<file path="config.mk">
export PLATFORM = sky130hd
export DESIGN_NAME = token_check_with_lockout_core
export DESIGN_NICKNAME = d
export VERILOG_FILES = /design/src/rtl/tcl_pkg.sv /design/src/rtl/token_check_with_lockout_core.sv /design/src/rtl/tcl_match.sv /design/src/rtl/tcl_guard.sv
export SDC_FILE = /design/constraint.sdc
export NUM_CORES = 1
export LEC_CHECK = 0
export ABC_CLOCK_PERIOD_IN_PS = 6570
export BUFFER_PORTS_ARGS = -buffer_cell sky130_fd_sc_hd__buf_2
export CORE_MARGIN = 4
export CORE_UTILIZATION = 50
export CTS_CLUSTER_DIAMETER = 200
export DETAILED_ROUTE_END_ITERATION = 10
export PLACE_DENSITY = 0.74
export SYNTH_ARGS = -nofsm -noshare
export SYNTH_HDL_FRONTEND = slang
export SYNTH_SLANG_ARGS = --single-unit
</file>
<file path="constraint.sdc">
create_clock -name clk_i -period 6.57 [get_ports clk_i]
set_input_delay 0.3285 -clock clk_i [delete_from_list [all_inputs] [get_ports clk_i]]
set_output_delay 0.3285 -clock clk_i [all_outputs]
set_load 0.02 [all_outputs]
</file>
<file path="src/rtl/tcl_pkg.sv">
// ----------------------------------------------------------------------------
// tcl_pkg
// Shared types and constants of the token check with lockout block.
// ----------------------------------------------------------------------------
`default_nettype none

package tcl_pkg;

  localparam int unsigned TokenBytes = 16;
  localparam int unsigned TokenBits  = TokenBytes * 8;
  localparam int unsigned LenW       = 5;
  localparam int unsigned CountW     = 8;
  localparam int unsigned TimeW      = 16;
  localparam int unsigned CfgIdxW    = 3;
  localparam int unsigned CfgDataW   = 64;

  localparam logic [LenW-1:0]   TokenBytesLen = LenW'(TokenBytes);
  localparam logic [CountW-1:0] MaxWrongRst   = 8'd5;
  localparam logic [TimeW-1:0]  LockSecRst    = 16'd300;
  localparam logic [TimeW-1:0]  TimeMax       = {TimeW{1'b1}};

  typedef enum logic [1:0] {
    KIND_TICK    = 2'd0,
    KIND_ATTEMPT = 2'd1,
    KIND_CLEAR   = 2'd2
  } kind_e;

  typedef enum logic [CfgIdxW-1:0] {
    CFG_TOKEN_LOW  = 3'd0,
    CFG_TOKEN_HIGH = 3'd1,
    CFG_TOKEN_LEN  = 3'd2,
    CFG_MAX_WRONG  = 3'd3,
    CFG_LOCK_SEC   = 3'd4
  } cfg_idx_e;

  typedef struct packed {
    kind_e                kind;
    logic                 present;
    logic [LenW-1:0]      length;
    logic                 overlong;
    logic [TokenBits-1:0] bytes;
  } item_t;

  typedef struct packed {
    logic [TokenBits-1:0] token;
    logic [LenW-1:0]      token_len;
    logic [CountW-1:0]    max_wrong;
    logic [TimeW-1:0]     lock_sec;
  } cfg_t;

  typedef struct packed {
    logic              granted;
    logic              locked;
    logic [TimeW-1:0]  remaining;
    logic [CountW-1:0] failures;
    logic              token_required;
  } result_t;

endpackage

`default_nettype wire

</file>
<file path="src/rtl/token_check_with_lockout_core.sv">
// ----------------------------------------------------------------------------
// token_check_with_lockout_core
// Token check with failed-attempt lockout: top level.
// ----------------------------------------------------------------------------
// Each item (tick, token attempt or clear) gives exactly one result item.
// The block takes one item per clock cycle while the output does not stall;
// each item passes the input register, then the byte compare and the counter
// and timer update into the result register. The configuration port is
// always ready; writing any token register clears the failure count and the
// lock timer.
`default_nettype none

module token_check_with_lockout_core import tcl_pkg::*; (
  input  logic                 clk_i,
  input  logic                 rst_ni,
  // Configuration write channel.
  input  logic                 cfg_valid_i,
  output logic                 cfg_ready_o,
  input  logic [CfgIdxW-1:0]   cfg_index_i,
  input  logic [CfgDataW-1:0]  cfg_data_i,
  // Input item channel.
  input  logic                 in_valid_i,
  output logic                 in_stall_o,
  input  logic [1:0]           kind_i,
  input  logic                 attempt_present_i,
  input  logic [LenW-1:0]      attempt_length_i,
  input  logic                 attempt_overlong_i,
  input  logic [63:0]          attempt_bytes_low_i,
  input  logic [63:0]          attempt_bytes_high_i,
  // Result item channel.
  output logic                 out_valid_o,
  input  logic                 out_stall_i,
  output logic                 granted_o,
  output logic                 locked_o,
  output logic [TimeW-1:0]     remaining_lock_o,
  output logic [CountW-1:0]    failure_count_o,
  output logic                 token_required_o
);

  cfg_t    cfg_q;
  logic    cfg_we;
  logic    state_clr;
  item_t   item_q;
  logic    in_vld_q;
  logic    out_vld_q;
  result_t res_q;
  result_t res_d;
  logic    match;
  logic    fire;
  logic    in_take;

  // Configuration registers.
  assign cfg_ready_o = 1'b1;
  assign cfg_we      = cfg_valid_i && cfg_ready_o;

  always_ff @(posedge clk_i or negedge rst_ni) begin
    if (!rst_ni) begin
      cfg_q.token     <= '0;
      cfg_q.token_len <= '0;
      cfg_q.max_wrong <= MaxWrongRst;
      cfg_q.lock_sec  <= LockSecRst;
    end else if (cfg_we) begin
      case (cfg_idx_e'(cfg_index_i))
        CFG_TOKEN_LOW:  cfg_q.token[63:0]   <= cfg_data_i;
        CFG_TOKEN_HIGH: cfg_q.token[127:64] <= cfg_data_i;
        CFG_TOKEN_LEN:  cfg_q.token_len     <= cfg_data_i[LenW-1:0];
        CFG_MAX_WRONG:  cfg_q.max_wrong     <= cfg_data_i[CountW-1:0];
        CFG_LOCK_SEC:   cfg_q.lock_sec      <= cfg_data_i[TimeW-1:0];
        default: begin
        end
      endcase
    end
  end

  always_comb begin
    case (cfg_idx_e'(cfg_index_i))
      CFG_TOKEN_LOW, CFG_TOKEN_HIGH, CFG_TOKEN_LEN: state_clr = cfg_we;
      default:                                      state_clr = 1'b0;
    endcase
  end

  // Input register: the held item is processed once the result register
  // is free or is being emptied in the same cycle.
  assign fire       = in_vld_q && (!out_vld_q || !out_stall_i);
  assign in_stall_o = in_vld_q && !fire;
  assign in_take    = in_valid_i && !in_stall_o;

  always_ff @(posedge clk_i or negedge rst_ni) begin
    if (!rst_ni) begin
      in_vld_q <= 1'b0;
    end else if (in_take) begin
      in_vld_q <= 1'b1;
    end else if (fire) begin
      in_vld_q <= 1'b0;
    end
  end

  always_ff @(posedge clk_i) begin
    if (in_take) begin
      item_q.kind     <= kind_e'(kind_i);
      item_q.present  <= attempt_present_i;
      item_q.length   <= attempt_length_i;
      item_q.overlong <= attempt_overlong_i;
      item_q.bytes    <= {attempt_bytes_high_i, attempt_bytes_low_i};
    end
  end

  tcl_match u_match (
    .item_i  (item_q),
    .cfg_i   (cfg_q),
    .match_o (match)
  );

  tcl_guard u_guard (
    .clk_i       (clk_i),
    .rst_ni      (rst_ni),
    .fire_i      (fire),
    .item_i      (item_q),
    .match_i     (match),
    .cfg_i       (cfg_q),
    .state_clr_i (state_clr),
    .result_o    (res_d)
  );

  // Result register.
  always_ff @(posedge clk_i or negedge rst_ni) begin
    if (!rst_ni) begin
      out_vld_q <= 1'b0;
    end else if (fire) begin
      out_vld_q <= 1'b1;
    end else if (!out_stall_i) begin
      out_vld_q <= 1'b0;
    end
  end

  always_ff @(posedge clk_i) begin
    if (fire) begin
      res_q <= res_d;
    end
  end

  assign out_valid_o      = out_vld_q;
  assign granted_o        = res_q.granted;
  assign locked_o         = res_q.locked;
  assign remaining_lock_o = res_q.remaining;
  assign failure_count_o  = res_q.failures;
  assign token_required_o = res_q.token_required;

endmodule

`default_nettype wire

</file>
<file path="src/rtl/tcl_match.sv">
// ----------------------------------------------------------------------------
// tcl_match
// Compares a presented token with the configured token, byte by byte.
// ----------------------------------------------------------------------------
`default_nettype none

module tcl_match import tcl_pkg::*; (
  input  item_t item_i,
  input  cfg_t  cfg_i,
  output logic  match_o
);

  logic [LenW-1:0] exp_len;
  logic            bytes_ok;
  logic            len_ok;

  // A configured length above the capacity compares as a full-length token.
  assign exp_len = (cfg_i.token_len > TokenBytesLen) ? TokenBytesLen : cfg_i.token_len;

  always_comb begin
    bytes_ok = 1'b1;
    for (int i = 0; i < TokenBytes; i++) begin
      if ((LenW'(i) < exp_len) &&
          (cfg_i.token[i*8 +: 8] != item_i.bytes[i*8 +: 8])) begin
        bytes_ok = 1'b0;
      end
    end
  end

  assign len_ok  = (item_i.length <= TokenBytesLen) && (item_i.length == exp_len);
  assign match_o = item_i.present && !item_i.overlong && len_ok && bytes_ok;

endmodule

`default_nettype wire

</file>
<file path="src/rtl/tcl_guard.sv">
// ----------------------------------------------------------------------------
// tcl_guard
// Failure counter and lock timer, updated once per item, with result build.
// ----------------------------------------------------------------------------
`default_nettype none

module tcl_guard import tcl_pkg::*; (
  input  logic    clk_i,
  input  logic    rst_ni,
  input  logic    fire_i,
  input  item_t   item_i,
  input  logic    match_i,
  input  cfg_t    cfg_i,
  input  logic    state_clr_i,
  output result_t result_o
);

  logic [CountW-1:0] wrong_q, wrong_d;
  logic [TimeW-1:0]  elapsed_q, elapsed_d;
  logic [CountW-1:0] eff_max;
  logic              locked_now;
  logic              locked_next;
  logic              granted;

  assign eff_max    = (cfg_i.max_wrong == '0) ? CountW'(1) : cfg_i.max_wrong;
  assign locked_now = (wrong_q >= eff_max) && (elapsed_q < cfg_i.lock_sec);

  always_comb begin
    wrong_d   = wrong_q;
    elapsed_d = elapsed_q;
    granted   = 1'b0;
    case (item_i.kind)
      KIND_TICK: begin
        if (elapsed_q != TimeMax) begin
          elapsed_d = elapsed_q + TimeW'(1);
        end
      end
      KIND_ATTEMPT: begin
        if (!locked_now) begin
          if (cfg_i.token_len == '0) begin
            granted = 1'b1;
          end else if (match_i) begin
            granted = 1'b1;
            wrong_d = '0;
          end else begin
            if (wrong_q < eff_max) begin
              wrong_d = wrong_q + CountW'(1);
            end
            // Reaching the maximum restarts the lock timer.
            if (wrong_d >= eff_max) begin
              elapsed_d = '0;
            end
          end
        end
      end
      KIND_CLEAR: begin
        wrong_d   = '0;
        elapsed_d = '0;
      end
      default: begin
      end
    endcase
  end

  assign locked_next = (wrong_d >= eff_max) && (elapsed_d < cfg_i.lock_sec);

  always_comb begin
    result_o.granted        = granted;
    result_o.locked         = locked_next;
    result_o.remaining      = locked_next ? (cfg_i.lock_sec - elapsed_d) : '0;
    result_o.failures       = wrong_d;
    result_o.token_required = (cfg_i.token_len != '0);
  end

  always_ff @(posedge clk_i or negedge rst_ni) begin
    if (!rst_ni) begin
      wrong_q   <= '0;
      elapsed_q <= '0;
    end else if (state_clr_i) begin
      wrong_q   <= '0;
      elapsed_q <= '0;
    end else if (fire_i) begin
      wrong_q   <= wrong_d;
      elapsed_q <= elapsed_d;
    end
  end

endmodule

`default_nettype wire
</file>
### Word-level counts from Yosys, hierarchy flattened

Cells that the tools add are included.

* add/subtract/negate cells: 3
* magnitude comparators: 24
* equality and inequality tests: 25
* multiplexer cells: 44
* bitwise logic cells: 1
* reduce and logical (&&, ||, !) cells: 45

Operators with widths (count)
* 8-bit inequality test: 16
* 16-bit two-way mux: 7
* 8-bit two-way mux: 11
* 16-bit one-hot mux with 3 select lines: 1
* 4-bit by 5-bit less-than comparator with 1-bit output (first input constant): 8
* 16-bit less-than comparator: 2
* 1-bit logical AND: 25
* 8-bit >= comparator: 3
* 1-bit two-way mux: 23
* 3-bit by 5-bit less-than comparator with 1-bit output (first input constant): 4
* 16-bit by 1-bit adder with 16-bit output (second input constant): 1
* 16-bit inequality test (second input constant): 1
* 8-bit one-hot mux with 2 select lines: 1
* 16-bit subtractor: 1
* 1-bit by 5-bit less-than comparator with 1-bit output (first input constant): 2
* 2-bit by 5-bit less-than comparator with 1-bit output (first input constant): 2
* 2-bit AND reduction: 5
* 8-bit by 1-bit adder with 8-bit output (second input constant): 1
* 8-bit logical NOT: 1
* 8-bit less-than comparator: 1
* 3-bit by 2-bit == test with 1-bit output (second input constant): 2
* 5-bit == test: 1
* 5-bit > comparator (second input constant): 1
* 5-bit <= comparator (second input constant): 1
* 16 further kinds: 21

* register bits: 347
* output and inout bits: 30
* logic and storage cells: 161

### Depth between registers and ports, before layout

Gate-level depths: netlist of the first run.

* word-level depth: 33
* depth in mapped cells: 34
* depth with buffers taken out: 31

### Cells and area by module

From an unflattened synthesis of the first run, not the netlist that was laid out.

* cell total of the unflattened synthesis: 1241
* area, all modules: 16523.3 um^2

By module, submodules not included
* token_check_with_lockout_core: times used 1, cells each 511, area each 10955.5 um^2, seq. area each 8911.0 um^2
* tcl_guard: times used 1, cells each 505, area each 3856.2 um^2, seq. area each 600.6 um^2
* tcl_match: times used 1, cells each 225, area each 1711.6 um^2, seq. area each 0.0 um^2

### Least setup slack after synthesis of the first run

OpenSTA, ideal clock, no wires.

* kind: register -> register
* from: register cfg_q[19] (netlist bit)
* to: register res_q, in the netlist remaining_lock_o[12] (data pin)
* setup time: 266 ps
* data arrival time: 6157 ps
* slack: 147 ps
* cell stages (with the launch flop): 35
* cell sequence: dfrtp_1 > nor4_1 > a41o_1 > ha_1 > nor2b_1 > o21ai_0 > nand2b_1 > a21oi_1 > o21ai_0 > nor3_1 > nand3_1 > xor2_1 > inv_1 > ha_1 > a21o_1 > a31o_2 > o211a_1 > a311o_1 > buf_6 > nand2_1 > a22o_1 > ha_1 > inv_1 > fa_1 > a21o_1 > a21oi_1 > o21bai_1 > a21oi_1 > o21a_1 > nor2_1 > a221oi_1 > a311o_1 > clkbuf_1 > clkbuf_1 > nor2_1

* word-level cells in the longest chain between the ends: 16
* elaborated cells between the ends (all ways): 24
* classes of those cells: add/sub (1); order compare (5); mux (15); reduce/logical (3)

RTL lines
* from (decl): RTL line token_check_with_lockout_core.sv:40 `cfg_t cfg_q;`
* 8-bit logical NOT: RTL line tcl_guard.sv:25 `assign eff_max = (cfg_i.max_wrong == '0) ? CountW'(1) : cfg_i.max_wrong;`
* 8-bit two-way mux *: RTL line tcl_guard.sv:25
* 8-bit less-than comparator: RTL line tcl_guard.sv:46 `if (wrong_q < eff_max) begin`
* 8-bit two-way mux: RTL line tcl_guard.sv:46
* 8-bit two-way mux: RTL line tcl_guard.sv:42 `end else if (match_i) begin`
* 8-bit two-way mux: RTL line tcl_guard.sv:40 `if (cfg_i.token_len == '0) begin`
* 8-bit two-way mux: RTL line tcl_guard.sv:39 `if (!locked_now) begin`
* 8-bit two-way mux: RTL line tcl_guard.sv:32 `case (item_i.kind)`
* 8-bit >= comparator: RTL line tcl_guard.sv:50 `if (wrong_d >= eff_max) begin`
* 16-bit two-way mux: RTL line tcl_guard.sv:50
* 16-bit two-way mux: RTL line tcl_guard.sv:42
* 16-bit two-way mux: RTL line tcl_guard.sv:40
* 16-bit two-way mux: RTL line tcl_guard.sv:39
* 16-bit one-hot mux with 3 select lines: RTL line tcl_guard.sv:32
* 16-bit less-than comparator: RTL line tcl_guard.sv:65 `assign locked_next = (wrong_d >= eff_max) && (elapsed_d < cfg_i.lock_sec);`
* 1-bit logical AND: RTL line tcl_guard.sv:65
* to (signal assigned): RTL line token_check_with_lockout_core.sv:138 `res_q <= res_d;`
* to (decl): RTL line token_check_with_lockout_core.sv:46 `result_t res_q;`

Every way passes the cells marked *; elsewhere a longest branch is shown, timed or not. The select of a mux whose other input is x is not followed.
A chain may end at the register's enable or synchronous reset.

### Worst setup path after layout of the first run

* from: register cfg_q[23] (netlist bit)
* to: register res_q, in the netlist remaining_lock_o[7] (data pin)

The elaborated chain is that of the path after synthesis.

==> results of run 1 <==
how the worst min path moves through the flow:
stage | endpoint | cells past startpoint | slack, ns | start
after global routing | item_q[100] | 1 | 0.004 | attempt_bytes_high_i[36]
after global placement | out_valid_o | 1 | 0.47 | in_vld_q
final | item_q[100] | 1 | 0.01 | attempt_bytes_high_i[36]
after floorplan | cfg_q[0] | 0 | 0.03 | rst_ni
after CTS | item_q[100] | 1 | 0.001 | attempt_bytes_high_i[36]
after detailed placement | cfg_q[143] | 1 | 0.48 | rst_ni
per-layer routing:
layer / GRT usage (%) / part of all wire (%) / vias to the layer above
met5: 0 / 0.15 / -
met4: 7.063 / 2.8 / 10
met3: 4.965 / 6.0 / 92
met2: 40.94 / 50 / 396
met1: 30.12 / 41 / 5640
li1: - / - / 5389
through the flow:
stage          cells  TNS [ns]  total power, mW  hold WS [ns]
6_report        2129         0            5.956       0.01493
5_1_grt         2129    -1.232            6.239      0.003668
4_1_cts         2116         0            5.958      0.001035
3_5_place_dp    1910         0            3.838        0.4797
3_3_place_gp    1910         0            3.800        0.4707
2_1_floorplan   1262         0            3.500       0.03291
layout by cell type (no fill, tap or decap), types with 5 or more instances in the layout:
cell type	n
sky130_fd_sc_hd__or3_1	5
sky130_fd_sc_hd__nor4_1	26
sky130_fd_sc_hd__nand4_1	21
sky130_fd_sc_hd__nand2b_1	14
sky130_fd_sc_hd__dfstp_2	6
sky130_fd_sc_hd__nand2_1	63
sky130_fd_sc_hd__xnor2_1	53
sky130_fd_sc_hd__clkbuf_8	7
sky130_fd_sc_hd__buf_4	17
sky130_fd_sc_hd__a21oi_1	57
sky130_fd_sc_hd__o211ai_1	5
sky130_fd_sc_hd__diode_2	11
sky130_fd_sc_hd__clkbuf_1	12
sky130_fd_sc_hd__mux2_2	142
sky130_fd_sc_hd__nor2b_1	8
sky130_fd_sc_hd__a21o_1	19
sky130_fd_sc_hd__dlygate4sd3_1	138
sky130_fd_sc_hd__o21ai_0	44
sky130_fd_sc_hd__and3_1	7
sky130_fd_sc_hd__o21a_1	8
sky130_fd_sc_hd__xor2_1	93
sky130_fd_sc_hd__buf_2	236
sky130_fd_sc_hd__nand3_1	14
sky130_fd_sc_hd__clkinv_2	6
sky130_fd_sc_hd__a21oi_2	6
sky130_fd_sc_hd__edfxtp_1	164
sky130_fd_sc_hd__clkbuf_16	38
sky130_fd_sc_hd__dfrtp_1	177
sky130_fd_sc_hd__inv_1	57
sky130_fd_sc_hd__a31o_2	7
sky130_fd_sc_hd__nor3_1	24
sky130_fd_sc_hd__ha_1	59
sky130_fd_sc_hd__nor2_1	42
sky130_fd_sc_hd__a31oi_1	7
state kept, by name, summed over array words and instances, names as in the netlist:
register           cells
cfg_q                157
item_q               137
remaining_lock_o      16
u_guard.elapsed_q     16
failure_count_o        8
u_guard.wrong_q        8
granted_o              1
in_vld_q               1
locked_o               1
out_valid_o            1
token_required_o       1
power by group through the flow:
stage | sequential [mW] | clock [mW] | combinational [mW]
finish | 2.79 | 2.05 | 1.11
global route | 2.83 | 2.18 | 1.23
CTS | 2.79 | 2.08 | 1.09
detailed placement | 2.83 | 0 | 1.01
global placement | 2.81 | 0 | 0.988
floorplan | 2.78 | 0 | 0.721
Yosys cell counts, types with 4 or more instances:
library cell	number	share of area, %
sky130_fd_sc_hd__a32o_1	4	0.25
sky130_fd_sc_hd__a21oi_1	61	1.9
sky130_fd_sc_hd__nor2_1	44	1.0
sky130_fd_sc_hd__nor3_1	27	0.83
sky130_fd_sc_hd__a22o_1	4	0.22
sky130_fd_sc_hd__edfxtp_1	164	30
sky130_fd_sc_hd__nand3_1	14	0.43
sky130_fd_sc_hd__and3_1	7	0.27
sky130_fd_sc_hd__nand2b_1	14	0.54
sky130_fd_sc_hd__mux2_2	142	9.8
sky130_fd_sc_hd__ha_1	60	4.6
sky130_fd_sc_hd__dfrtp_1	177	27
sky130_fd_sc_hd__a31o_2	7	0.38
sky130_fd_sc_hd__o21bai_1	4	0.18
sky130_fd_sc_hd__o211ai_1	5	0.23
sky130_fd_sc_hd__nand2_1	63	1.5
sky130_fd_sc_hd__dfstp_2	6	0.97
sky130_fd_sc_hd__clkbuf_1	32	0.74
sky130_fd_sc_hd__or3_1	5	0.19
sky130_fd_sc_hd__a21o_1	19	0.88
sky130_fd_sc_hd__nor2b_1	8	0.31
sky130_fd_sc_hd__nor4_1	27	1.0
sky130_fd_sc_hd__o21a_1	8	0.37
sky130_fd_sc_hd__o21ai_0	46	1.4
sky130_fd_sc_hd__a31oi_1	7	0.27
sky130_fd_sc_hd__o22ai_1	4	0.15
sky130_fd_sc_hd__or2_2	4	0.15
sky130_fd_sc_hd__xnor2_1	55	3.0
sky130_fd_sc_hd__o2111ai_1	4	0.22
sky130_fd_sc_hd__xor2_1	93	5.0
sky130_fd_sc_hd__buf_2	4	0.12
sky130_fd_sc_hd__inv_1	58	1.3
sky130_fd_sc_hd__nand4_1	21	0.81
cell type report:
cell class                      count  area (um2)
Fill cell                        2319       11130
Clock buffer                       57        1092
Clock inverter                     11       112.6
Inverter                           58       217.7
Tap cell                          435       544.3
Timing Repair Buffer              394        2724
Sequential cell                   347        9512
Multi-Input combinational cell    816        6444
Antenna cell                       11       27.53
repair_timing:
item	in CTS	in global routing
buffers inserted	0	2
hold buffers	138	0
hold endpoints to repair	222	0
resized for setup	0	18
endpoints found under the setup margin	0	17
kinds of logic (layout without fill, tap and decap cells):
group / after synthesis / count (layout)
XOR/XNOR: 148 / 148
flip-flops: 347 / 347
adder cells (fa/ha/maj): 61 / 61
other: 1 / 12
AND/OR/NAND/NOR: 254 / 254
buffers and inverters: 99 / 520
multiplexers: 142 / 142
AO/OA/AOI/OAI: 210 / 210
==> report_table.html, run 1 <==
<table>
<tr><th>Metric</th><th>Value</th></tr>
<tr><th colspan="2">Setup path</th></tr>
<tr><td>Worst setup path class</td><td>reg -&gt; reg</td></tr>
<tr><td>Largest driver fanout on the critical path</td><td>8</td></tr>
<tr><td>Source of the critical timing path</td><td>cfg_q[23]</td></tr>
<tr><td>Slowest stage delay, CP</td><td>0.40 ns</td></tr>
<tr><td>Reg-to-reg startpoint</td><td>cfg_q[23]</td></tr>
<tr><td>Critical path buffer and inverter count</td><td>2</td></tr>
<tr><td>Endpoint of the lowest-slack register-to-register path</td><td>remaining_lock_o[7]</td></tr>
<tr><td>Critical path endpoint category</td><td>flip-flop</td></tr>
<tr><td>Critical Path Start Type</td><td>flip-flop</td></tr>
<tr><td>Required time of the worst setup path</td><td>6.82 ns</td></tr>
<tr><td>Gate family responsible for the most delay along the worst path</td><td>compound AO/OA/AOI/OAI gates</td></tr>
<tr><td>Minimum setup slack among reg-to-reg paths</td><td>0.28 ns</td></tr>
<tr><td>Critical path depth in cells</td><td>31</td></tr>
<tr><td>CP Capture Point</td><td>remaining_lock_o[7]</td></tr>
<tr><td>Cell with the biggest individual delay on the critical path</td><td>sky130_fd_sc_hd__dfrtp_1</td></tr>
<tr><td>Crit-path most repeated cell</td><td>sky130_fd_sc_hd__a21oi_2</td></tr>
<tr><td>Worst Reg2Reg Path Length in Cells</td><td>31</td></tr>
<tr><td>Worst path arrival time</td><td>6.54 ns</td></tr>
<tr><th colspan="2">Yosys</th></tr>
<tr><td>Synthesized instance count</td><td>1262</td></tr>
<tr><td>Share of synthesized cell area in and, or, nand and nor gates</td><td>8.044%</td></tr>
<tr><td>Nets in the synthesized netlist</td><td>1532</td></tr>
<tr><td>Netlist area before placement</td><td>16270 um2</td></tr>
<tr><td>Share of synthesized cell area in full adder, half adder and majority cells</td><td>4.737%</td></tr>
<tr><td>Multiplexer share of the synthesized area</td><td>9.828%</td></tr>
<tr><td>Primary FF master, synth</td><td>sky130_fd_sc_hd__dfrtp_1</td></tr>
<tr><td>Flip-flop and latch count after synthesis</td><td>347</td></tr>
<tr><td>Area fraction in compound gates after synthesis</td><td>8.513%</td></tr>
<tr><td>Fraction of synthesized cell area in xor and xnor cells</td><td>7.967%</td></tr>
<tr><td>Register area share after synthesis</td><td>58.46%</td></tr>
<tr><td>Yosys warns</td><td>0</td></tr>
<tr><td>Main combinational cell family by area after synthesis</td><td>multiplexers</td></tr>
<tr><td>Number of synthesized flops with an enable pin</td><td>164</td></tr>
<tr><td>Syn avg cell area</td><td>12.89 um2</td></tr>
<tr><td>Async SR Flop Fraction</td><td>52.74%</td></tr>
<tr><td>Count of cell types in the netlist</td><td>70</td></tr>
<tr><th colspan="2">Routing</th></tr>
<tr><td>Via Count</td><td>11530</td></tr>
<tr><td>DRC errors left</td><td>0</td></tr>
<tr><td>Count of nets left with antenna violations after detail routing</td><td>0</td></tr>
<tr><td>Initial detailed-routing violation count</td><td>627</td></tr>
<tr><td>Via density per instance</td><td>5.414</td></tr>
<tr><td>Drt first pass iters</td><td>5</td></tr>
<tr><td>Routed len/inst</td><td>19.82 um</td></tr>
<tr><td>Total length of routed wires</td><td>42200 um</td></tr>
<tr><th colspan="2">STA</th></tr>
<tr><td>Setup skew after layout</td><td>0.01958 ns</td></tr>
<tr><td>Fin. max-slew vios</td><td>0</td></tr>
<tr><td>Setup violation total in the final timing report</td><td>0</td></tr>
<tr><td>Number of hold-slack violations in the final timing report</td><td>0</td></tr>
<tr><td>Least-Margin Pin Slew</td><td>1.112 ns</td></tr>
<tr><td>Fin crit period</td><td>6.292 ns</td></tr>
<tr><td>Normalized max-slew margin</td><td>25.87%</td></tr>
<tr><td>Final Cycle Share</td><td>95.77%</td></tr>
<tr><td>Final WS setup</td><td>0.2777 ns</td></tr>
<tr><td>Highest attainable clock frequency</td><td>158.9 MHz</td></tr>
<tr><th colspan="2">Final layout</th></tr>
<tr><td>Layout Utilization</td><td>65.01%</td></tr>
<tr><td>Area growth from synthesis to layout</td><td>27.06%</td></tr>
<tr><td>Share of cells above drive strength 1</td><td>29.53%</td></tr>
<tr><td>Final #Nets</td><td>1924</td></tr>
<tr><td>Design area</td><td>20670 um2</td></tr>
<tr><th colspan="2">Die</th></tr>
<tr><td>Total die area</td><td>35490 um2</td></tr>
<tr><td>Number of primary I/O pins</td><td>239</td></tr>
<tr><td>Height of the die</td><td>188.4 um</td></tr>
<tr><td>Floorplan core area</td><td>31800 um2</td></tr>
<tr><td>Number of core rows</td><td>65</td></tr>
<tr><td>Starting density of the core</td><td>51.17%</td></tr>
<tr><td>Overall die width</td><td>188.4 um</td></tr>
<tr><th colspan="2">Pwr</th></tr>
<tr><td>Sw Share</td><td>27.15%</td></tr>
<tr><td>Comb pwr share</td><td>18.7%</td></tr>
<tr><td>Power Internal</td><td>4.339 mW</td></tr>
<tr><td>Peak supply drop</td><td>206.0 uV</td></tr>
<tr><td>Switching power of the nets</td><td>1.617 mW</td></tr>
<tr><td>Sequential cell fraction of total power</td><td>46.9%</td></tr>
<tr><td>Pwr dens</td><td>288.1 nW/um2</td></tr>
<tr><td>Clock power frac</td><td>34.4%</td></tr>
<tr><td>Leakage dissipation</td><td>8.727 nW</td></tr>
<tr><th colspan="2">Run status</th></tr>
<tr><td>Result of the run</td><td>finished, final reports clean</td></tr>
<tr><th colspan="2">Clock tree</th></tr>
<tr><td>CTS clk-pin slew, worst paths</td><td>0.06 ns</td></tr>
<tr><td>Buffers from clock root to sink, at most</td><td>3</td></tr>
<tr><td>Root buffer cell</td><td>sky130_fd_sc_hd__clkbuf_16</td></tr>
<tr><td>Clk sinks</td><td>347</td></tr>
<tr><td>CTS tree</td><td>yes</td></tr>
<tr><td>H-tree lvl count</td><td>2</td></tr>
<tr><td>Clock latency of the later-clocked register in the worst-skew pair</td><td>0.54 ns</td></tr>
<tr><td>TritonCTS buffer count</td><td>37</td></tr>
<tr><th colspan="2">Global route</th></tr>
<tr><td>GRT Overall Usage</td><td>23.63%</td></tr>
<tr><td>Number of antenna violations at the first check in global routing</td><td>15</td></tr>
<tr><td>Sum of overflow across all layers after global routing</td><td>0</td></tr>
<tr><td>Number of global-route vias before repair</td><td>12270</td></tr>
<tr><td>Wire length of the first global-routing pass</td><td>66580 um</td></tr>
<tr><td>Largest net degree at the start of global routing</td><td>88</td></tr>
<tr><th colspan="2">Placed design</th></tr>
<tr><td>Post-placement worst setup slack</td><td>0.1624 ns</td></tr>
<tr><td>Cell area reported after detailed placement</td><td>17980 um2</td></tr>
<tr><td>Final Wtd Congestion</td><td>0.8950</td></tr>
<tr><td>Buffers added on ports</td><td>237</td></tr>
<tr><td>HPWL after detailed placement</td><td>27670 um</td></tr>
<tr><th colspan="2">Min path</th></tr>
<tr><td>Worst min-delay path class</td><td>in -&gt; reg</td></tr>
<tr><th colspan="2">Run</th></tr>
<tr><td>Number of max-cap violations</td><td>0</td></tr>
</table>
(Power assumes the default switching activity.)
==> inputs of run 2 (changes only) <==
- RECOVER_POWER: default -> 25
==> run 2 against run 1 <==
The flow now finishes with violations (capacitance limit, slew limit). Clock-buffer cell count stayed put. Sequential cell count stayed put. Hold slack improved by 0.023 ns. Critical path depth unchanged. Final area down 0.21%. Via count fell by 0.71%. Setup slack better by 0.0024 ns.
==> report_table.html, run 2 (synthesized netlist as in run 1, its figures left out) <==
<table>
<tr><th>Metric</th><th>Value</th></tr>
<tr><th colspan="2">Die</th></tr>
<tr><td>Number of primary I/O pins</td><td>239 (unchanged)</td></tr>
<tr><td>Starting density of the core</td><td>51.17% (unchanged)</td></tr>
<tr><td>Height of the die</td><td>188.4 um (unchanged)</td></tr>
<tr><td>Floorplan core area</td><td>31800 um2 (unchanged)</td></tr>
<tr><td>Number of core rows</td><td>65 (unchanged)</td></tr>
<tr><td>Overall die width</td><td>188.4 um (unchanged)</td></tr>
<tr><td>Total die area</td><td>35490 um2 (unchanged)</td></tr>
<tr><th colspan="2">Setup path</th></tr>
<tr><td>Slowest stage delay, CP</td><td>0.40 ns (about the same)</td></tr>
<tr><td>Minimum setup slack among reg-to-reg paths</td><td>0.28 ns (about the same)</td></tr>
<tr><td>Critical path endpoint category</td><td>flip-flop</td></tr>
<tr><td>Endpoint of the lowest-slack register-to-register path</td><td>remaining_lock_o[7]</td></tr>
<tr><td>Worst setup path class</td><td>reg -&gt; reg</td></tr>
<tr><td>Worst path arrival time</td><td>6.54 ns (about the same)</td></tr>
<tr><td>Required time of the worst setup path</td><td>6.82 ns (about the same)</td></tr>
<tr><td>Largest driver fanout on the critical path</td><td>8 (unchanged)</td></tr>
<tr><td>Critical Path Start Type</td><td>flip-flop</td></tr>
<tr><td>Worst Reg2Reg Path Length in Cells</td><td>31 (unchanged)</td></tr>
<tr><td>Cell with the biggest individual delay on the critical path</td><td>sky130_fd_sc_hd__dfrtp_1</td></tr>
<tr><td>Crit-path most repeated cell</td><td>sky130_fd_sc_hd__a21oi_2</td></tr>
<tr><td>Reg-to-reg startpoint</td><td>cfg_q[23]</td></tr>
<tr><th colspan="2">Global route</th></tr>
<tr><td>Wire length of the first global-routing pass</td><td>66580 um (unchanged)</td></tr>
<tr><td>Largest net degree at the start of global routing</td><td>88 (unchanged)</td></tr>
<tr><td>Number of global-route vias before repair</td><td>12270 (unchanged)</td></tr>
<tr><td>Sum of overflow across all layers after global routing</td><td>0 (unchanged)</td></tr>
<tr><td>Number of antenna violations at the first check in global routing</td><td>15 (unchanged)</td></tr>
<tr><td>GRT Overall Usage</td><td>23.63% (unchanged)</td></tr>
<tr><th colspan="2">STA</th></tr>
<tr><td>Number of hold-slack violations in the final timing report</td><td>0 (unchanged)</td></tr>
<tr><td>Setup violation total in the final timing report</td><td>0 (unchanged)</td></tr>
<tr><td>Fin. max-slew vios</td><td>88 (+88)</td></tr>
<tr><td>Final Cycle Share</td><td>95.74% (about the same)</td></tr>
<tr><td>Final-layout setup total negative slack</td><td>0 ns (unchanged)</td></tr>
<tr><td>Least-Margin Pin Slew</td><td>5.122 ns (+4.010 ns)</td></tr>
<tr><td>Final worst hold slack</td><td>0.03828 ns (+0.02334 ns)</td></tr>
<tr><td>Highest attainable clock frequency</td><td>159.0 MHz (about the same)</td></tr>
<tr><td>Fin crit period</td><td>6.290 ns (-0.002366 ns)</td></tr>
<tr><td>Setup skew after layout</td><td>0.01982 ns (+0.0002377 ns)</td></tr>
<tr><td>Normalized max-slew margin</td><td>-241.5% (-270 points)</td></tr>
<tr><td>Final WS setup</td><td>0.2801 ns (+0.002366 ns)</td></tr>
<tr><th colspan="2">Routing</th></tr>
<tr><td>Drt first pass iters</td><td>5 (unchanged)</td></tr>
<tr><td>Via density per instance</td><td>5.373 (-0.76%)</td></tr>
<tr><td>DRC errors left</td><td>0 (unchanged)</td></tr>
<tr><td>Via Count</td><td>11450 (-0.71%)</td></tr>
<tr><td>Total length of routed wires</td><td>42160 um (about the same)</td></tr>
<tr><td>Count of nets left with antenna violations after detail routing</td><td>0 (unchanged)</td></tr>
<tr><td>Initial detailed-routing violation count</td><td>621 (-0.96%)</td></tr>
<tr><td>Routed len/inst</td><td>19.79 um (-0.13%)</td></tr>
<tr><th colspan="2">Placed design</th></tr>
<tr><td>Post-placement worst setup slack</td><td>0.1624 ns (unchanged)</td></tr>
<tr><td>Final Wtd Congestion</td><td>0.8950 (unchanged)</td></tr>
<tr><td>Number of placed instances with taps included</td><td>1910 (unchanged)</td></tr>
<tr><td>Buffers added on ports</td><td>237 (unchanged)</td></tr>
<tr><td>HPWL after detailed placement</td><td>27670 um (unchanged)</td></tr>
<tr><th colspan="2">Final layout</th></tr>
<tr><td>Fill cells</td><td>2342 (+0.99%)</td></tr>
<tr><td>Final #Nets</td><td>1924 (unchanged)</td></tr>
<tr><td>Most common library cell in the layout ignoring fill and taps</td><td>sky130_fd_sc_hd__buf_2</td></tr>
<tr><td>Commonest cells after routing, fill and taps aside</td><td>209 x sky130_fd_sc_hd__buf_2, 177 x sky130_fd_sc_hd__dfrtp_1, 164 x sky130_fd_sc_hd__edfxtp_1</td></tr>
<tr><td>Biggest regs</td><td>cfg_q: 157 flops, item_q: 137 flops</td></tr>
<tr><td>Top reg by flops</td><td>cfg_q</td></tr>
<tr><td>Share of cells above drive strength 1</td><td>27.93% (-1.6 points)</td></tr>
<tr><td>Max FFs per register</td><td>157 (unchanged)</td></tr>
<tr><td>Area growth from synthesis to layout</td><td>26.79%</td></tr>
<tr><td>Number of standard cells in the layout, taps in and fillers out</td><td>2130 (+0.047%)</td></tr>
<tr><th colspan="2">Min path</th></tr>
<tr><td>Worst min-delay path class</td><td>in -&gt; reg</td></tr>
<tr><td>Beginning of the worst hold path</td><td>cfg_data_i[52]</td></tr>
<tr><td>Count of cells along the worst hold path</td><td>2 (+1)</td></tr>
<tr><td>Hold Path Sink</td><td>cfg_q[81]</td></tr>
<tr><th colspan="2">Run status</th></tr>
<tr><td>Result of the run</td><td>finished with violations</td></tr>
<tr><td>Violated checks</td><td>capacitance limit, slew limit</td></tr>
<tr><th colspan="2">Clock tree</th></tr>
<tr><td>CTS clk-pin slew, worst paths</td><td>0.06 ns (about the same)</td></tr>
<tr><td>Clk sinks</td><td>347 (unchanged)</td></tr>
<tr><td>CTS tree</td><td>yes</td></tr>
<tr><td>H-tree lvl count</td><td>2 (unchanged)</td></tr>
<tr><td>Buffers from clock root to sink, at most</td><td>3 (unchanged)</td></tr>
<tr><td>Root buffer cell</td><td>sky130_fd_sc_hd__clkbuf_16</td></tr>
<tr><td>TritonCTS buffer count</td><td>37 (unchanged)</td></tr>
<tr><td>Clock latency of the later-clocked register in the worst-skew pair</td><td>0.54 ns (about the same)</td></tr>
<tr><th colspan="2">Pwr</th></tr>
<tr><td>Post-layout total power</td><td>5.953 mW (about the same)</td></tr>
<tr><td>Pwr dens</td><td>288.6 nW/um2 (+0.17%)</td></tr>
<tr><td>Leakage dissipation</td><td>8.651 nW (-0.87%)</td></tr>
<tr><td>Peak supply drop</td><td>206.7 uV (+0.36%)</td></tr>
<tr><th colspan="2">Run</th></tr>
<tr><td>Number of max-cap violations</td><td>1 (+1)</td></tr>
</table>
-- run 2: cell types whose count changed in the layout (fill, tap and decap cells not counted) --
cell / before / now
sky130_fd_sc_hd__nor3_1: 24 / 25
sky130_fd_sc_hd__clkbuf_1: 12 / 37
sky130_fd_sc_hd__nor3_2: 3 / 2
sky130_fd_sc_hd__buf_2: 236 / 209
sky130_fd_sc_hd__buf_1: 0 / 1
sky130_fd_sc_hd__buf_4: 17 / 16
sky130_fd_sc_hd__buf_6: 3 / 2
sky130_fd_sc_hd__diode_2: 11 / 12
sky130_fd_sc_hd__clkbuf_2: 0 / 3
-- run 2: worst max path at each step --
| stage | to | start | cells past startpoint | slack (ns) |
|---|---|---|---|---|
| 2_1_floorplan | remaining_lock_o[12] | cfg_q[19] | 34 | 0.15 |
| 3_3_place_gp | remaining_lock_o[7] | cfg_q[19] | 32 | 0.27 |
| 3_5_place_dp | remaining_lock_o[7] | cfg_q[19] | 32 | 0.16 |
| 4_1_cts | remaining_lock_o[7] | cfg_q[19] | 32 | 0.13 |
| 5_1_grt | remaining_lock_o[7] | cfg_q[23] | 32 | -0.09 |
| 6_report | remaining_lock_o[7] | cfg_q[23] | 31 | 0.28 |
-- run 2: final cells by class --
cell class	count	area (um2)	area share, %
Clock buffer	57	1092	5.295
Sequential cell	347	9512	46.11
Clock inverter	11	112.6	0.5459
Tap cell	435	544.3	2.638
Antenna cell	12	30.03	0.1456
Timing Repair Buffer	394	2683	13.00
Multi-Input combinational cell	816	6439	31.21
Inverter	58	217.7	1.055
-- run 2: what timing repair did --
action	CTS	global route
endpoints found under the setup margin	0	17
setup buffers	0	2
hold buffers	138	0
resized for setup	0	18
hold endpoints to repair	222	0
-- run 2: stage by stage --
step           area [um2]  utilization (%)
4_1_cts             20560            64.67
5_1_grt             20630            64.88
6_report            20630            64.88
3_3_place_gp        17980            56.53
2_1_floorplan       16270                -
3_5_place_dp        17980            56.53
-- run 2: per-layer routing --
metal	vias up	GRT usage, %	wire length (um)
met4	10	7.063	1262
li1	5393	-	-
met5	-	0	62
met2	369	40.94	21200
met1	5577	30.12	17120
met3	96	4.965	2516
-- run 2: critical path, delay by kind of cell, from the launching register on --
family	cells	cell delay (ns)
flops	1	0.40
buf+inv	2	0.20
mux	1	0.37
simple gates	6	0.60
fa+ha+maj	4	0.99
compound gates	18	3.44
-- run 2: report_power, final --
| part | switching [mW] | total [mW] | internal, mW |
|---|---|---|---|
| clock | 0.853 | 2.05 | 1.20 |
| combinational | 0.556 | 1.11 | 0.554 |
| sequential | 0.208 | 2.79 | 2.59 |
| total | 1.62 | 5.95 | 4.34 |
==> inputs of run 3 (changes only) <==
- ABC_CLOCK_PERIOD_IN_PS: 6570 -> 5700
- clock period: 6.57 -> 5.7 ns (I/O delays scaled with it)
==> run 3 against run 2 <==
The flow finishes with violations (capacitance limit, slew limit, setup timing). Hold slack worse by 0.026 ns. Total power rose by 22%. Via count rose by 4.6%. Fmax up 6.6%. Clock-buffer cell count decreased by 5. Register-to-register slack worse by 0.48 ns. Cell count rose by 3.7%. Wire length is 4.3% higher. Critical endpoint unchanged. Largest cell class unchanged. Largest power group unchanged. Highest routed layer unchanged.
==> report_table.html, run 3 (synthesized netlist as in run 1, its figures left out) <==
<table>
<tr><th>Metric</th><th>Value</th></tr>
<tr><th colspan="2">Clock tree</th></tr>
<tr><td>CTS clk-pin slew, worst paths</td><td>0.06 ns (about the same)</td></tr>
<tr><td>Buffers from clock root to sink, at most</td><td>3 (unchanged)</td></tr>
<tr><td>TritonCTS buffer count</td><td>37 (unchanged)</td></tr>
<tr><td>CTS tree</td><td>yes</td></tr>
<tr><td>Root buffer cell</td><td>sky130_fd_sc_hd__clkbuf_16</td></tr>
<tr><td>Clk sinks</td><td>347 (unchanged)</td></tr>
<tr><td>Clock latency of the later-clocked register in the worst-skew pair</td><td>0.55 ns (about the same)</td></tr>
<tr><td>H-tree lvl count</td><td>2 (unchanged)</td></tr>
<tr><th colspan="2">Pwr</th></tr>
<tr><td>Peak supply drop</td><td>328.8 uV (+59%)</td></tr>
<tr><td>Post-layout total power</td><td>7.268 mW (+22%)</td></tr>
<tr><td>Pwr dens</td><td>338.3 nW/um2 (+17%)</td></tr>
<tr><td>Leakage dissipation</td><td>9.052 nW (+4.6%)</td></tr>
<tr><th colspan="2">Routing</th></tr>
<tr><td>DRC errors left</td><td>0 (unchanged)</td></tr>
<tr><td>Via Count</td><td>11970 (+4.6%)</td></tr>
<tr><td>Routed len/inst</td><td>19.91 um (+0.60%)</td></tr>
<tr><td>Initial detailed-routing violation count</td><td>874 (+41%)</td></tr>
<tr><td>Via density per instance</td><td>5.421 (+0.88%)</td></tr>
<tr><td>Count of nets left with antenna violations after detail routing</td><td>0 (unchanged)</td></tr>
<tr><td>Drt first pass iters</td><td>7 (+2)</td></tr>
<tr><td>Total length of routed wires</td><td>43990 um (+4.3%)</td></tr>
<tr><th colspan="2">Setup path</th></tr>
<tr><td>Critical Path Start Type</td><td>flip-flop</td></tr>
<tr><td>Required time of the worst setup path</td><td>5.97 ns (-0.85 ns)</td></tr>
<tr><td>Cell with the biggest individual delay on the critical path</td><td>sky130_fd_sc_hd__dfrtp_1</td></tr>
<tr><td>Minimum setup slack among reg-to-reg paths</td><td>-0.20 ns (-0.48 ns)</td></tr>
<tr><td>Critical path endpoint category</td><td>flip-flop</td></tr>
<tr><td>Worst path arrival time</td><td>6.17 ns (-0.37 ns)</td></tr>
<tr><td>Endpoint of the lowest-slack register-to-register path</td><td>remaining_lock_o[7]</td></tr>
<tr><td>Source of the critical timing path</td><td>cfg_q[19]</td></tr>
<tr><td>Worst Reg2Reg Path Length in Cells</td><td>33 (+6.5%)</td></tr>
<tr><td>Crit-path most repeated cell</td><td>sky130_fd_sc_hd__a21oi_2</td></tr>
<tr><td>Slowest stage delay, CP</td><td>0.38 ns (-0.02 ns)</td></tr>
<tr><td>Worst setup path class</td><td>reg -&gt; reg</td></tr>
<tr><td>Reg-to-reg startpoint</td><td>cfg_q[19]</td></tr>
<tr><td>Largest driver fanout on the critical path</td><td>17 (+9)</td></tr>
<tr><th colspan="2">Global route</th></tr>
<tr><td>Largest net degree at the start of global routing</td><td>68 (-23%)</td></tr>
<tr><td>Number of global-route vias before repair</td><td>12800 (+4.3%)</td></tr>
<tr><td>GRT Overall Usage</td><td>24.60% (+0.97 points)</td></tr>
<tr><td>Sum of overflow across all layers after global routing</td><td>0 (unchanged)</td></tr>
<tr><td>Wire length of the first global-routing pass</td><td>69720 um (+4.7%)</td></tr>
<tr><td>Number of antenna violations at the first check in global routing</td><td>12 (-3)</td></tr>
<tr><th colspan="2">Final layout</th></tr>
<tr><td>Most common library cell in the layout ignoring fill and taps</td><td>sky130_fd_sc_hd__buf_2</td></tr>
<tr><td>Layout Utilization</td><td>67.57% (+2.7 points)</td></tr>
<tr><td>Top reg by flops</td><td>cfg_q</td></tr>
<tr><td>Commonest cells after routing, fill and taps aside</td><td>197 x sky130_fd_sc_hd__buf_2, 177 x sky130_fd_sc_hd__dfrtp_1, 177 x sky130_fd_sc_hd__dlygate4sd3_1</td></tr>
<tr><td>Share of cells above drive strength 1</td><td>28.72% (+0.79 points)</td></tr>
<tr><td>Number of standard cells in the layout, taps in and fillers out</td><td>2209 (+3.7%)</td></tr>
<tr><td>Area growth from synthesis to layout</td><td>32.07%</td></tr>
<tr><td>Final #Nets</td><td>2003 (+4.1%)</td></tr>
<tr><td>Biggest regs</td><td>cfg_q: 157 flops, item_q: 137 flops</td></tr>
<tr><td>Max FFs per register</td><td>157 (unchanged)</td></tr>
<tr><th colspan="2">Run status</th></tr>
<tr><td>Result of the run</td><td>finished with violations</td></tr>
<tr><td>Violated checks</td><td>capacitance limit, slew limit, setup timing</td></tr>
<tr><th colspan="2">STA</th></tr>
<tr><td>Least-Margin Pin Slew</td><td>3.552 ns (-1.570 ns)</td></tr>
<tr><td>Number of hold-slack violations in the final timing report</td><td>0 (unchanged)</td></tr>
<tr><td>Highest attainable clock frequency</td><td>169.5 MHz (+6.6%)</td></tr>
<tr><td>Final WS setup</td><td>-0.2012 ns (-0.4813 ns)</td></tr>
<tr><td>Setup violation total in the final timing report</td><td>17 (+17)</td></tr>
<tr><td>Normalized max-slew margin</td><td>-136.8% (+100 points)</td></tr>
<tr><td>Final Cycle Share</td><td>103.5% (+7.8 points)</td></tr>
<tr><td>Setup skew after layout</td><td>0.02844 ns (+0.008615 ns)</td></tr>
<tr><td>Fin crit period</td><td>5.901 ns (-0.3887 ns)</td></tr>
<tr><td>Fin. max-slew vios</td><td>61 (-31%)</td></tr>
<tr><td>RSZ-0062 raised after global routing</td><td>true</td></tr>
<tr><th colspan="2">Min path</th></tr>
<tr><td>Count of cells along the worst hold path</td><td>2 (unchanged)</td></tr>
<tr><td>Beginning of the worst hold path</td><td>cfg_data_i[37]</td></tr>
<tr><td>Worst min-delay path class</td><td>in -&gt; reg</td></tr>
<tr><td>Hold Path Sink</td><td>cfg_q[66]</td></tr>
<tr><th colspan="2">Placed design</th></tr>
<tr><td>Final Wtd Congestion</td><td>0.8871 (-0.88%)</td></tr>
<tr><td>Number of placed instances with taps included</td><td>1948 (+2.0%)</td></tr>
<tr><td>HPWL after detailed placement</td><td>27770 um (+0.36%)</td></tr>
<tr><td>Buffers added on ports</td><td>237 (unchanged)</td></tr>
<tr><th colspan="2">Die</th></tr>
<tr><td>Floorplan core area</td><td>31800 um2 (unchanged)</td></tr>
<tr><td>Number of core rows</td><td>65 (unchanged)</td></tr>
<tr><td>Overall die width</td><td>188.4 um (unchanged)</td></tr>
<tr><td>Height of the die</td><td>188.4 um (unchanged)</td></tr>
<tr><td>Starting density of the core</td><td>51.17% (unchanged)</td></tr>
<tr><td>Total die area</td><td>35490 um2 (unchanged)</td></tr>
<tr><td>Number of primary I/O pins</td><td>239 (unchanged)</td></tr>
<tr><th colspan="2">Run</th></tr>
<tr><td>Number of max-cap violations</td><td>1 (unchanged)</td></tr>
</table>
## run 3: cell count changes in the layout (fill, tap and decap cells not counted), sizes merged, moves of 3 or more
| cell | previous run | this run |
|---|---|---|
| clkinvlp | 1 | 4 |
| buf | 228 | 255 |
| clkbuf | 85 | 93 |
| clkinv | 8 | 4 |
| dlygate4sd3 | 138 | 177 |
| bufinv | 1 | 6 |
## run 3: worst max path at each step
| stage | depth (start not counted) | end | slack, ns |
|---|---|---|---|
| floorplan | 34 | remaining_lock_o[6] | -0.09 |
| global placement | 31 | remaining_lock_o[7] | -0.13 |
| detailed placement | 32 | remaining_lock_o[7] | -0.29 |
| CTS | 31 | remaining_lock_o[7] | -0.18 |
| global route | 31 | remaining_lock_o[7] | -0.57 |
| finish | 33 | remaining_lock_o[7] | -0.20 |
## run 3: final cells by class
| cell class | instances | area, um2 |
|---|---|---|
| fill | 2279 | 10310 |
| multi-input combinational | 816 | 6440 |
| inverter | 58 | 217.7 |
| clock buffer | 52 | 1085 |
| tap | 435 | 544.3 |
| antenna | 12 | 30.03 |
| sequential | 347 | 9512 |
| clock inverter | 16 | 295.3 |
| timing repair buffer | 473 | 3364 |
## run 3: power by group
part / switching [mW] / total [mW] / internal, mW / leakage, nW
Combinational: 0.666 / 1.37 / 0.701 / 4.58
Clock: 1.05 / 2.68 / 1.63 / 0.658
Sequential: 0.243 / 3.22 / 2.98 / 3.82
Total: 1.96 / 7.27 / 5.31 / 9.05
## run 3: timing repair
action | 4_1_cts | 5_1_grt
hold endpoints to repair | 256 | 0
pin swaps | 7 | 7
resized for setup | 1 | 2
buffers inserted | 3 | 1
hold buffers | 177 | 0
setup endpoints to repair | 17 | 17
## run 3: per-stage QoR
stage / cell area [um2] / TNS, ns / hold WS [ns] / worst slack (ns)
floorplan: 16330 / -0.8620 / -0.01059 / -0.08784
global placement: 18310 / -1.791 / 0.3054 / -0.1304
detailed placement: 18310 / -4.518 / 0.3062 / -0.2896
CTS: 21490 / -2.507 / 0.00006262 / -0.1757
global route: 21490 / -9.074 / 0.001087 / -0.5729
finish: 21490 / -2.941 / 0.01185 / -0.2012
## run 3: metal layers
metal  part of all wire [%]  routed length [um]  up-vias  track usage [%]
met1                     39               17360     5842            30.98
met3                    6.4                2809      115            4.372
met2                     51               22340      459            43.24
met4                    3.3                1460        4            8.184
met5                  0.043                  19        -                0
li1                       -                   -     5554                -
## run 3: worst max-delay path: cells and delay by family (launching register included)
family / cells / cell delay [ns]
compound gates: 16 / 2.82
xor+xnor: 1 / 0.15
fa+ha+maj: 4 / 0.93
buf+inv: 4 / 0.46
flops: 1 / 0.38
simple gates: 8 / 0.89
